[src/rtl/hsvrgb_pkg.sv]
`timescale 1ns / 1ps

package hsvrgb_pkg;

    // Pipeline depth from input register to output register
    localparam int NUM_STAGES = 7;

    localparam int HUE_W    = 16;
    localparam int CHAN_W   = 8;
    localparam int DEG_W    = 9;
    localparam int HUE_X_W  = HUE_W + 1;

    // hue + 32768 + 352 has the same residue modulo 360 as hue, and is never negative
    localparam logic [HUE_X_W-1:0] HUE_OFFSET      = 17'd352;
    localparam logic [13:0]        HUE_RECIP       = 14'd11650;  // floor(2^22 / 360)
    localparam int                 HUE_RECIP_SHIFT = 22;
    localparam logic [DEG_W:0]     FULL_TURN       = 10'd360;
    localparam logic [DEG_W-1:0]   SECTOR_DEG      = 9'd60;
    localparam logic [CHAN_W-1:0]  FULL_SCALE      = 8'd255;

    typedef enum logic [2:0] {
        SEC_R_Y,
        SEC_Y_G,
        SEC_G_C,
        SEC_C_B,
        SEC_B_M,
        SEC_M_R
    } sector_t;

    typedef struct packed {
        logic adv1;
        logic adv2;
    } hr_ctrl_t;

    // Truncating divide by 255 for x <= 65025: reciprocal estimate, then one correction
    function automatic logic [CHAN_W-1:0] div255(input logic [15:0] x);
        logic [24:0]       prod;
        logic [CHAN_W-1:0] est;
        logic [16:0]       rem;
        prod = {9'd0, x} * 25'd257;
        est  = prod[23:16];
        rem  = {1'b0, x} - ({9'd0, est} * 17'd255);
        if (rem >= 17'd255)
        begin
            div255 = est + 8'd1;
        end
        else
        begin
            div255 = est;
        end
    endfunction

endpackage

[src/rtl/hsvrgb_hue_reduce.sv]
`timescale 1ns / 1ps

// Two-stage hue reduction into 0..359 (floor modulo 360)
module hsvrgb_hue_reduce
    import hsvrgb_pkg::*;
(
    input  logic                    clk,
    input  hr_ctrl_t                ctrl,
    input  logic signed [HUE_W-1:0] hue,
    output logic [DEG_W-1:0]        deg
);

    logic [HUE_X_W-1:0] x_reg, x_next;
    logic [7:0]         q_reg, q_next;
    logic [DEG_W-1:0]   deg_reg, deg_next;
    logic [30:0]        prod;
    logic [DEG_W:0]     rem;

    // Stage 1: bias to unsigned and estimate the quotient
    always_comb
    begin
        x_next = {1'b0, hue ^ 16'h8000} + HUE_OFFSET;
        prod   = {14'd0, x_next} * {17'd0, HUE_RECIP};
        q_next = prod[HUE_RECIP_SHIFT+7:HUE_RECIP_SHIFT];
    end

    always_ff @(posedge clk)
    begin
        if (ctrl.adv1)
        begin
            x_reg <= x_next;
            q_reg <= q_next;
        end
    end

    // Stage 2: remainder, correct an estimate that came out one low
    always_comb
    begin
        rem = 10'(x_reg - ({9'd0, q_reg} * 17'd360));
        if (rem >= FULL_TURN)
        begin
            rem = rem - FULL_TURN;
        end
        deg_next = rem[DEG_W-1:0];
    end

    always_ff @(posedge clk)
    begin
        if (ctrl.adv2)
        begin
            deg_reg <= deg_next;
        end
    end

    assign deg = deg_reg;

endmodule

[src/rtl/hsv_to_rgb_integer_core.sv]
`timescale 1ns / 1ps

// HSV to RGB converter, 8-bit integer arithmetic, no state between words.
//
// Input channel s_*: one colour per word. s_tdata bits [15:0] signed hue in
// degrees (any value, reduced modulo 360), [23:16] saturation, [31:24] value.
// Output channel m_*: one result word per input word, in order. m_tdata bits
// [7:0] red, [15:8] green, [23:16] blue.
//
// A word accepted on s_* is offered on m_* after passing through seven
// register stages: two for the hue modulo, one for sector split, then
// multiply, divide by 255, multiply, divide by 255 and channel select.
// Throughput is one word per cycle while m_tready is held high; each stage
// holds one word and the multipliers are not shared.
//
// Each stage carries a valid bit and advances when it is empty or the stage
// after it advances, so a stall on m_tready holds the full stages and lets
// the empty ones keep filling: s_tready drops only when every stage holds a
// word. Reset clears the valid bits, dropping any words in flight; the
// block takes input on the first cycle after reset.
module hsv_to_rgb_integer_core
    import hsvrgb_pkg::*;
(
    input  logic        clk,
    input  logic        rst_n,
    input  logic        s_tvalid,
    output logic        s_tready,
    input  logic [31:0] s_tdata,   // hue[15:0], saturation[23:16], brightness_value[31:24]
    output logic        m_tvalid,
    input  logic        m_tready,
    output logic [23:0] m_tdata    // red[7:0], green[15:8], blue[23:16]
);

    logic [NUM_STAGES:1] vld_reg, vld_next;
    logic [NUM_STAGES:1] adv;

    // Advance chain: a stage moves when empty or when its successor moves
    always_comb
    begin
        adv[NUM_STAGES] = !vld_reg[NUM_STAGES] || m_tready;
        for (int i = NUM_STAGES - 1; i >= 1; i--)
        begin
            adv[i] = !vld_reg[i] || adv[i+1];
        end
    end

    always_comb
    begin
        vld_next = vld_reg;
        if (adv[1])
        begin
            vld_next[1] = s_tvalid;
        end
        for (int i = 2; i <= NUM_STAGES; i++)
        begin
            if (adv[i])
            begin
                vld_next[i] = vld_reg[i-1];
            end
        end
    end

    always_ff @(posedge clk or negedge rst_n)
    begin
        if (!rst_n)
        begin
            vld_reg <= '0;
        end
        else
        begin
            vld_reg <= vld_next;
        end
    end

    assign s_tready = adv[1];
    assign m_tvalid = vld_reg[NUM_STAGES];

    // Stages 1-2: hue to degrees 0..359
    hr_ctrl_t         hr_ctrl;
    logic [DEG_W-1:0] deg;

    assign hr_ctrl.adv1 = adv[1];
    assign hr_ctrl.adv2 = adv[2];

    hsvrgb_hue_reduce u_hue (
        .clk  (clk),
        .ctrl (hr_ctrl),
        .hue  (s_tdata[15:0]),
        .deg  (deg)
    );

    // Carry saturation and value alongside the hue stages
    logic [CHAN_W-1:0] sat1_reg, val1_reg, sat2_reg, val2_reg;

    always_ff @(posedge clk)
    begin
        if (adv[1])
        begin
            sat1_reg <= s_tdata[23:16];
            val1_reg <= s_tdata[31:24];
        end
        if (adv[2])
        begin
            sat2_reg <= sat1_reg;
            val2_reg <= val1_reg;
        end
    end

    // Stage 3: sector, remainder scaled to 0..250 (x * 255 / 60 = x * 17 / 4), p product
    sector_t           sector3_reg, sector3_next;
    logic [CHAN_W-1:0] frac3_reg, frac3_next;
    logic [15:0]       pv3_reg, pv3_next;
    logic [CHAN_W-1:0] sat3_reg, val3_reg;
    logic [DEG_W-1:0]  base;
    logic [DEG_W-1:0]  rem;
    logic [9:0]        rem17;

    always_comb
    begin
        if (deg < SECTOR_DEG)
        begin
            sector3_next = SEC_R_Y;
            base         = 9'd0;
        end
        else if (deg < 9'd120)
        begin
            sector3_next = SEC_Y_G;
            base         = SECTOR_DEG;
        end
        else if (deg < 9'd180)
        begin
            sector3_next = SEC_G_C;
            base         = 9'd120;
        end
        else if (deg < 9'd240)
        begin
            sector3_next = SEC_C_B;
            base         = 9'd180;
        end
        else if (deg < 9'd300)
        begin
            sector3_next = SEC_B_M;
            base         = 9'd240;
        end
        else
        begin
            sector3_next = SEC_M_R;
            base         = 9'd300;
        end
        rem        = deg - base;
        rem17      = {rem[5:0], 4'b0000} + {4'b0000, rem[5:0]};
        frac3_next = rem17[9:2];
        pv3_next   = {8'd0, val2_reg} * {8'd0, FULL_SCALE - sat2_reg};
    end

    always_ff @(posedge clk)
    begin
        if (adv[3])
        begin
            sector3_reg <= sector3_next;
            frac3_reg   <= frac3_next;
            pv3_reg     <= pv3_next;
            sat3_reg    <= sat2_reg;
            val3_reg    <= val2_reg;
        end
    end

    // Stage 4: saturation products for q and t, finish p
    logic [15:0]       sf4_reg, sfc4_reg;
    logic [CHAN_W-1:0] p4_reg, val4_reg;
    sector_t           sector4_reg;

    always_ff @(posedge clk)
    begin
        if (adv[4])
        begin
            sf4_reg     <= {8'd0, sat3_reg} * {8'd0, frac3_reg};
            sfc4_reg    <= {8'd0, sat3_reg} * {8'd0, FULL_SCALE - frac3_reg};
            p4_reg      <= div255(pv3_reg);
            val4_reg    <= val3_reg;
            sector4_reg <= sector3_reg;
        end
    end

    // Stage 5: complement the scaled saturation terms
    logic [CHAN_W-1:0] a5_reg, b5_reg, p5_reg, val5_reg;
    sector_t           sector5_reg;

    always_ff @(posedge clk)
    begin
        if (adv[5])
        begin
            a5_reg      <= FULL_SCALE - div255(sf4_reg);
            b5_reg      <= FULL_SCALE - div255(sfc4_reg);
            p5_reg      <= p4_reg;
            val5_reg    <= val4_reg;
            sector5_reg <= sector4_reg;
        end
    end

    // Stage 6: scale by value
    logic [15:0]       qv6_reg, tv6_reg;
    logic [CHAN_W-1:0] p6_reg, val6_reg;
    sector_t           sector6_reg;

    always_ff @(posedge clk)
    begin
        if (adv[6])
        begin
            qv6_reg     <= {8'd0, val5_reg} * {8'd0, a5_reg};
            tv6_reg     <= {8'd0, val5_reg} * {8'd0, b5_reg};
            p6_reg      <= p5_reg;
            val6_reg    <= val5_reg;
            sector6_reg <= sector5_reg;
        end
    end

    // Stage 7: finish q and t, route terms to channels.
    // Zero saturation needs no special path: p, q and t all reduce to value.
    logic [CHAN_W-1:0] q7, t7;
    logic [CHAN_W-1:0] red_next, green_next, blue_next;
    logic [CHAN_W-1:0] red_reg, green_reg, blue_reg;

    always_comb
    begin
        q7 = div255(qv6_reg);
        t7 = div255(tv6_reg);
        case (sector6_reg)
            SEC_R_Y:
            begin
                red_next = val6_reg; green_next = t7;       blue_next = p6_reg;
            end
            SEC_Y_G:
            begin
                red_next = q7;       green_next = val6_reg; blue_next = p6_reg;
            end
            SEC_G_C:
            begin
                red_next = p6_reg;   green_next = val6_reg; blue_next = t7;
            end
            SEC_C_B:
            begin
                red_next = p6_reg;   green_next = q7;       blue_next = val6_reg;
            end
            SEC_B_M:
            begin
                red_next = t7;       green_next = p6_reg;   blue_next = val6_reg;
            end
            default:
            begin
                red_next = val6_reg; green_next = p6_reg;   blue_next = q7;
            end
        endcase
    end

    always_ff @(posedge clk)
    begin
        if (adv[7])
        begin
            red_reg   <= red_next;
            green_reg <= green_next;
            blue_reg  <= blue_next;
        end
    end

    assign m_tdata = {blue_reg, green_reg, red_reg};

endmodule

[config.mk]
export PLATFORM = sky130hd
export DESIGN_NAME = hsv_to_rgb_integer_core
export DESIGN_NICKNAME = d
export VERILOG_FILES = /design/src/rtl/hsvrgb_pkg.sv /design/src/rtl/hsvrgb_hue_reduce.sv /design/src/rtl/hsv_to_rgb_integer_core.sv
export SDC_FILE = /design/constraint.sdc
export NUM_CORES = 2
export LEC_CHECK = 0
export ABC_AREA = 1
export BUFFER_PORTS_ARGS = -buffer_cell sky130_fd_sc_hd__buf_2
export CAP_MARGIN = 20
export CORE_AREA = 2 2 297 299
export DETAILED_ROUTE_END_ITERATION = 10
export DIE_AREA = 0 0 299 301
export PLACE_DENSITY_LB_ADDON = 0.05
export SYNTH_ARGS = -nofsm -noshare
export SYNTH_HDL_FRONTEND = slang
export SYNTH_SLANG_ARGS = --single-unit
[constraint.sdc]
create_clock -name clk -period 13.6 [get_ports clk]
set_clock_uncertainty 0.15 [all_clocks]
set_input_delay 0 -clock clk [delete_from_list [all_inputs] [get_ports clk]]
set_output_delay 0 -clock clk [all_outputs]
set_load 0.05 [all_outputs]
* After elaboration in Yosys (flattened, before gate mapping) *
Index checks and enable logic that the tools add are counted.

word-level totals
  output and inout port bits = 26
  logic and storage cells = 132
  register bits = 270

cells by class
  bitwise logic cells = 1
  equality and inequality tests = 4
  muxes and demuxes = 20
  multiply operators = 17
  magnitude comparators = 11
  reductions and logical operators = 21
  add/subtract/negate cells = 19

operators with widths
  cell                                                        count
  multiplier 16 x 9 -> 24 bit, second input constant          5
  >= comparator 17 x 8 -> 1 bit, second input constant        5
  subtractor 16 x 16 -> 17 bit                                5
  multiplier 8 x 8 -> 16 bit                                  5
  multiplier 8 x 8 -> 16 bit, second input constant           5
  case mux 8 bit (3 select lines)                             3
  two-way mux 8 bit                                           7
  adder 8 x 1 -> 8 bit, second input constant                 5
  subtractor 8 bit, first input constant                      4
  multiplier 17 x 13 -> 29 bit, second input constant         1
  two-way mux 6 bit                                           4
  less-than comparator 9 x 8 -> 1 bit, second input constant  2
  adder 16 x 9 -> 17 bit, second input constant               1
  adder 10 x 6 -> 10 bit                                      1
  >= comparator 10 x 9 -> 1 bit, second input constant        1
  OR reduction 2 bit                                          5
  subtractor 10 bit                                           1
  less-than comparator 9 x 6 -> 1 bit, second input constant  1
  less-than comparator 9 x 7 -> 1 bit, second input constant  1
  less-than comparator 9 bit, second input constant           1
  two-way mux 9 bit                                           1
  subtractor 9 bit, second input constant                     1
  multiplier 8 x 6 -> 7 bit, second input constant            1
  logical NOT 1 bit                                           7
  other kinds (11)                                            20

* Depth between registers and ports, before layout *
  word-level depth = 8
  depth in mapped cells = 43
  depth with buffers taken out = 43

* Modules after synthesis *
From an unflattened synthesis, not the netlist that was laid out.

unflattened totals
  cell total of the unflattened synthesis = 4841
  area, all modules = 40054.7 um2

by module, submodules not included
  module                   cells each  instances  area an instance (um2)  seq. area each (um2)
  hsv_to_rgb_integer_core  4226        1          35031.1                 7262.0
  hsvrgb_hue_reduce        615         1          5023.6                  780.7

* Worst setup path after synthesis *
OpenSTA, ideal clock, no wires.

  path type = register -> register
  start = register vld_reg[7] in the netlist's numbering
  end = register sat1_reg[0] (enable)
  slack = 6.469 ns
  cell stages (with the launch flop) = 14
  library setup time = 0.407 ns
  period minus slack after synthesis = 7.131 ns
  buffers on the path = 0
  arrival time = 6.574 ns
  path through = dfrtp_1 inv_1 nor2_1 inv_1 nor2_1 inv_1 nor2_1 inv_1 nor2_1 inv_1 nor2_1 inv_1 nor2_1 nand2_1

on the way
  word-level cells in the longest chain between the ends = 8

ends and longest elaborated chain
  what                            line                           source
  start, declared                 hsv_to_rgb_integer_core.sv:34  logic [NUM_STAGES:1] vld_reg, vld_next;
  start signal, assigned          hsv_to_rgb_integer_core.sv:71  vld_reg <= vld_next;
  logical NOT 1 bit               hsv_to_rgb_integer_core.sv:40  adv[NUM_STAGES] = !vld_reg[NUM_STAGES] || m_tready;
  logical OR 1 bit                hsv_to_rgb_integer_core.sv:40
  named net adv, one bit          hsv_to_rgb_integer_core.sv:35  logic [NUM_STAGES:1] adv;
  logical OR 1 bit                hsv_to_rgb_integer_core.sv:43  adv[i] = !vld_reg[i] || adv[i+1];
  named net adv, one bit          hsv_to_rgb_integer_core.sv:35
  logical OR 1 bit                hsv_to_rgb_integer_core.sv:43
  named net adv, one bit          hsv_to_rgb_integer_core.sv:35
  logical OR 1 bit                hsv_to_rgb_integer_core.sv:43
  named net adv, one bit          hsv_to_rgb_integer_core.sv:35
  logical OR 1 bit                hsv_to_rgb_integer_core.sv:43
  named net adv, one bit          hsv_to_rgb_integer_core.sv:35
  logical OR 1 bit (2 in series)  hsv_to_rgb_integer_core.sv:43
  named net s_tready              hsv_to_rgb_integer_core.sv:27  output logic s_tready,
  end signal, assigned            hsv_to_rgb_integer_core.sv:99  sat1_reg <= s_tdata[23:16];
  end, declared                   hsv_to_rgb_integer_core.sv:93  logic [CHAN_W-1:0] sat1_reg, val1_reg, sat2_reg, val2_reg;

The timed path passes the listed nets, and every way through them passes these cells.
A chain may end at the register's enable or synchronous reset.

* Worst setup path after layout *
  start = register qv6_reg[12]
  end = register green_reg[1], data pin

on the way
  word-level cells in the longest chain between the ends = 6

ends and longest elaborated chain
  what                               line                            source
  start, declared                    hsv_to_rgb_integer_core.sv:202  logic [15:0] qv6_reg, tv6_reg;
  start signal, assigned             hsv_to_rgb_integer_core.sv:210  qv6_reg <= {8'd0, val5_reg} * {8'd0, a5_reg};
  multiplier 16 x 9 -> 24 bit        hsvrgb_pkg.sv:40                prod = {9'd0, x} * 25'd257;
  multiplier 8 x 8 -> 16 bit         hsvrgb_pkg.sv:42                rem = {1'b0, x} - ({9'd0, est} * 17'd255);
  subtractor 16 x 16 -> 17 bit       hsvrgb_pkg.sv:42
  >= comparator 17 x 8 -> 1 bit      hsvrgb_pkg.sv:43                if (rem >= 17'd255)
  two-way mux 8 bit *                hsvrgb_pkg.sv:43
  case mux 8 bit (3 select lines) *  hsv_to_rgb_integer_core.sv:228  case (sector6_reg)
  named net green_next[1]            hsv_to_rgb_integer_core.sv:221  logic [CHAN_W-1:0] red_next, green_next, blue_next;
  end signal, assigned               hsv_to_rgb_integer_core.sv:261  green_reg <= green_next;
  end, declared                      hsv_to_rgb_integer_core.sv:222  logic [CHAN_W-1:0] red_reg, green_reg, blue_reg;

Mark *: on every way through the listed nets, which the timed path passes. The rest lies on a longest branch.

==> out/metrics.csv <==
stage,metric,value,unit
outcome,status,"complete, no violations",
floorplanning,Rows,108,
clock_network,root buffer cell,clkbuf_16,
timing,Final Max Slew Viols,0,
detailed_routing,DR WL/cell,15.1,µm
timing,Final setup viols,0,
timing,final hold vios,0,
min_path,Hold WC Path Type,input port to flop,
timing,Max Clk Rate,129,MHz
detailed_routing,total number of vias,28000,
floorplanning,core area,86500,µm²
clock_network,worst-case clock buffer depth,3,
detailed_routing,vias per inst,4.81,
yosys,sequential element share of the synthesized area,0.207,
critical_path,Setup crit start kind,flop,
yosys,largest area contributor in the netlist,fa_1,
floorplanning,Die Wd,299,µm
yosys,yosys warns,0,
grt,global-route wire length before repair,148000,µm
floorplanning,Die Ht,301,µm
timing,Worst Tran Pin Value,0.971,ns
detailed_routing,final wirelength,87700,µm
timing,Rel. slew slack,0.347,
critical_path,max incr delay on CP,0.76,ns
floorplanning,# IOs,62,
critical_path,CP Class,flop to flop,
critical_path,"Slowest-stage cell, CP",a21boi_0,
critical_path,Critical Path Fanout Max,7,
detailed_routing,Pre-antenna DRT Iters,7,
yosys,most frequent cells after synthesis,"inv_1, nand2_1, ha_1",
yosys,net count after synthesis,5619,
yosys,Syn Inst Count,4527,
finish,# fillers,8534,
timing,setup_tns,0,ns
critical_path,Worst EP required,13.86,ns
yosys,post-synth top area share,0.227,
grt,GR Util All Layers,0.203,
yosys,async set-reset flop share out of synthesis,0.0260,
timing,crit share post-route,0.569,
clock_network,H-tree depth,2,
critical_path,CP endpoint kind,flop,
clock_network,CTS tree,yes,
critical_path,arrival time worst endpoint,7.99,ns
yosys,Post-synth EDFFs,262,
yosys,library cells used by synthesis,58,
finish,layout overhead on the synthesized area,9.00,%
critical_path,"Top cell by count, worst path",ha_1,
finish,post-route core utilization,0.490,
floorplanning,Initial Util,0.449,
clock_network,clock sink count,269,
timing,min Tclk post-route,7.73,ns
finish,share of post-route cells with drive strength above 1,0.0522,
finish,# diodes,0,
run,MaxCap Viol Count,0,
place,PortBufs,61,
place,Detail Placement HPWL,73700,µm
yosys,"Top FF cell, synth",edfxtp_1,
place,GP Congestion,0.870,
yosys,Area contributors post-synth,"fa_1, edfxtp_1, ha_1, inv_1, nand2_1",
grt,antenna violations before repair,0,
yosys,Synth Register Bits,269,
grt,vias in the first global route,29273,
finish,Final nets,5736,
yosys,Post-Syn Area,38800,µm²
clock_network,clk_lat worst skew,0.58,ns
yosys,Syn Area/Cell,8.58,µm²
floorplanning,die area,90000,µm²
detailed_routing,DRC violations left,0,
grt,grt total ovfl,0,
clock_network,"CTS clk-pin slew, worst paths",0.06,ns
detailed_routing,Post-DRT Antenna Nets,0,
timing,unrepaired setup endpoints after global routing,no,
grt,largest net degree at the start of global routing,53,
clock_network,setup bufs post-CTS,0,
detailed_routing,initial drt markers,1139,
yosys,top-count cell post-synth,inv_1,
clock_network,TritonCTS buffer count,37,
## critical path, delay by kind of cell (launching register included)
family | cells | cell delay (ns)
fa+ha+maj | 8 | 3.37
compound gates | 6 | 1.66
simple gates | 13 | 1.45
flops | 1 | 0.53
buf+inv | 5 | 0.45
## layout by cell type (no fill, tap or decap), types with 7 or more instances in the layout
cell           synthesis  layout
ha_1                 616     616
nor2_1               253     253
nand4_1               62      62
xnor2_1               59      59
nor3_1                14      14
o21ai_0               58      58
a21oi_1              171     171
o21a_1                 8       8
xor2_1               107     107
a21o_1                15      15
nand2_2               19      19
a21boi_0               7       7
nand2_1              937     937
fa_1                 440     440
inv_1               1110    1107
or2_2                 11      11
nand3b_1               8       8
nand3_1              168     168
inv_2                 19      22
a31oi_1                7       7
dlygate4sd3_1          0      48
nor2_2                14      14
dfrtp_1                7       7
buf_4                  0      18
clkbuf_16              0      37
o21bai_1              11      11
o21ai_1               18      18
buf_2                  0      61
nand3_2               12      12
edfxtp_1             262     262
## layout make-up
class | count | area [µm²] | area share
timing repair buffer | 129 | 968 | 0.0229
multi-input combinational | 3076 | 26300 | 0.622
inverter | 1131 | 4250 | 0.100
clock inverter | 26 | 350 | 0.00828
sequential | 269 | 8040 | 0.190
clock buffer | 39 | 933 | 0.0220
tap | 1155 | 1450 | 0.0341
## routing by layer
| layer | share of wire | GRT usage | wire length [µm] | up-vias |
|---|---|---|---|---|
| met5 | 0 | 0 | 0 | - |
| met4 | 0.018 | 0.0425 | 1560 | 0 |
| met3 | 0.024 | 0.0162 | 2070 | 88 |
| met2 | 0.49 | 0.363 | 42900 | 311 |
| met1 | 0.47 | 0.268 | 41200 | 13306 |
| li1 | - | - | - | 14295 |
## worst paths after layout
check / start / end / slack, ns / depth (start not counted)
setup reg to reg: qv6_reg[12] / green_reg[1] / 5.87 / 32
min in group asynchronous: rst_n / vld_reg[1] / 0.30 / 3
max in group asynchronous: rst_n / vld_reg[4] / 12.71 / 3
hold / removal: s_tdata[15] / u_hue.q_reg[6] / 0.06 / 5
hold reg to reg: val3_reg[0] / val4_reg[0] / 0.26 / 0
setup / recovery: qv6_reg[12] / green_reg[1] / 5.87 / 32
## logic make-up after synthesis
logic type / share of synthesized area
AO/OA/AOI/OAI: 0.0482
XOR/XNOR: 0.0387
adder cells (fa/ha/maj): 0.425
buffers and inverters: 0.115
flip-flops: 0.207
AND/OR/NAND/NOR: 0.166
## through the flow
stage	std cells	setup WS, ns	hold slack, ns	instance area (µm²)
2_1_floorplan	4527	6.47	-0.446	38800
3_5_place_dp	5710	5.80	-0.277	40500
5_1_grt	5825	5.29	0.0587	42300
3_3_place_gp	5710	5.72	-0.273	40500
4_1_cts	5822	5.77	0.0377	42300
6_report	5825	5.87	0.0623	42300
## repair_timing
action	in CTS	in global routing
hold buffers	47	1
resized for setup	0	0
endpoints found under the hold margin	34	25
Power is left out: the tool's default activity adds up to more than one toggle a clock period on the data nets, which glitch-free logic cannot reach.
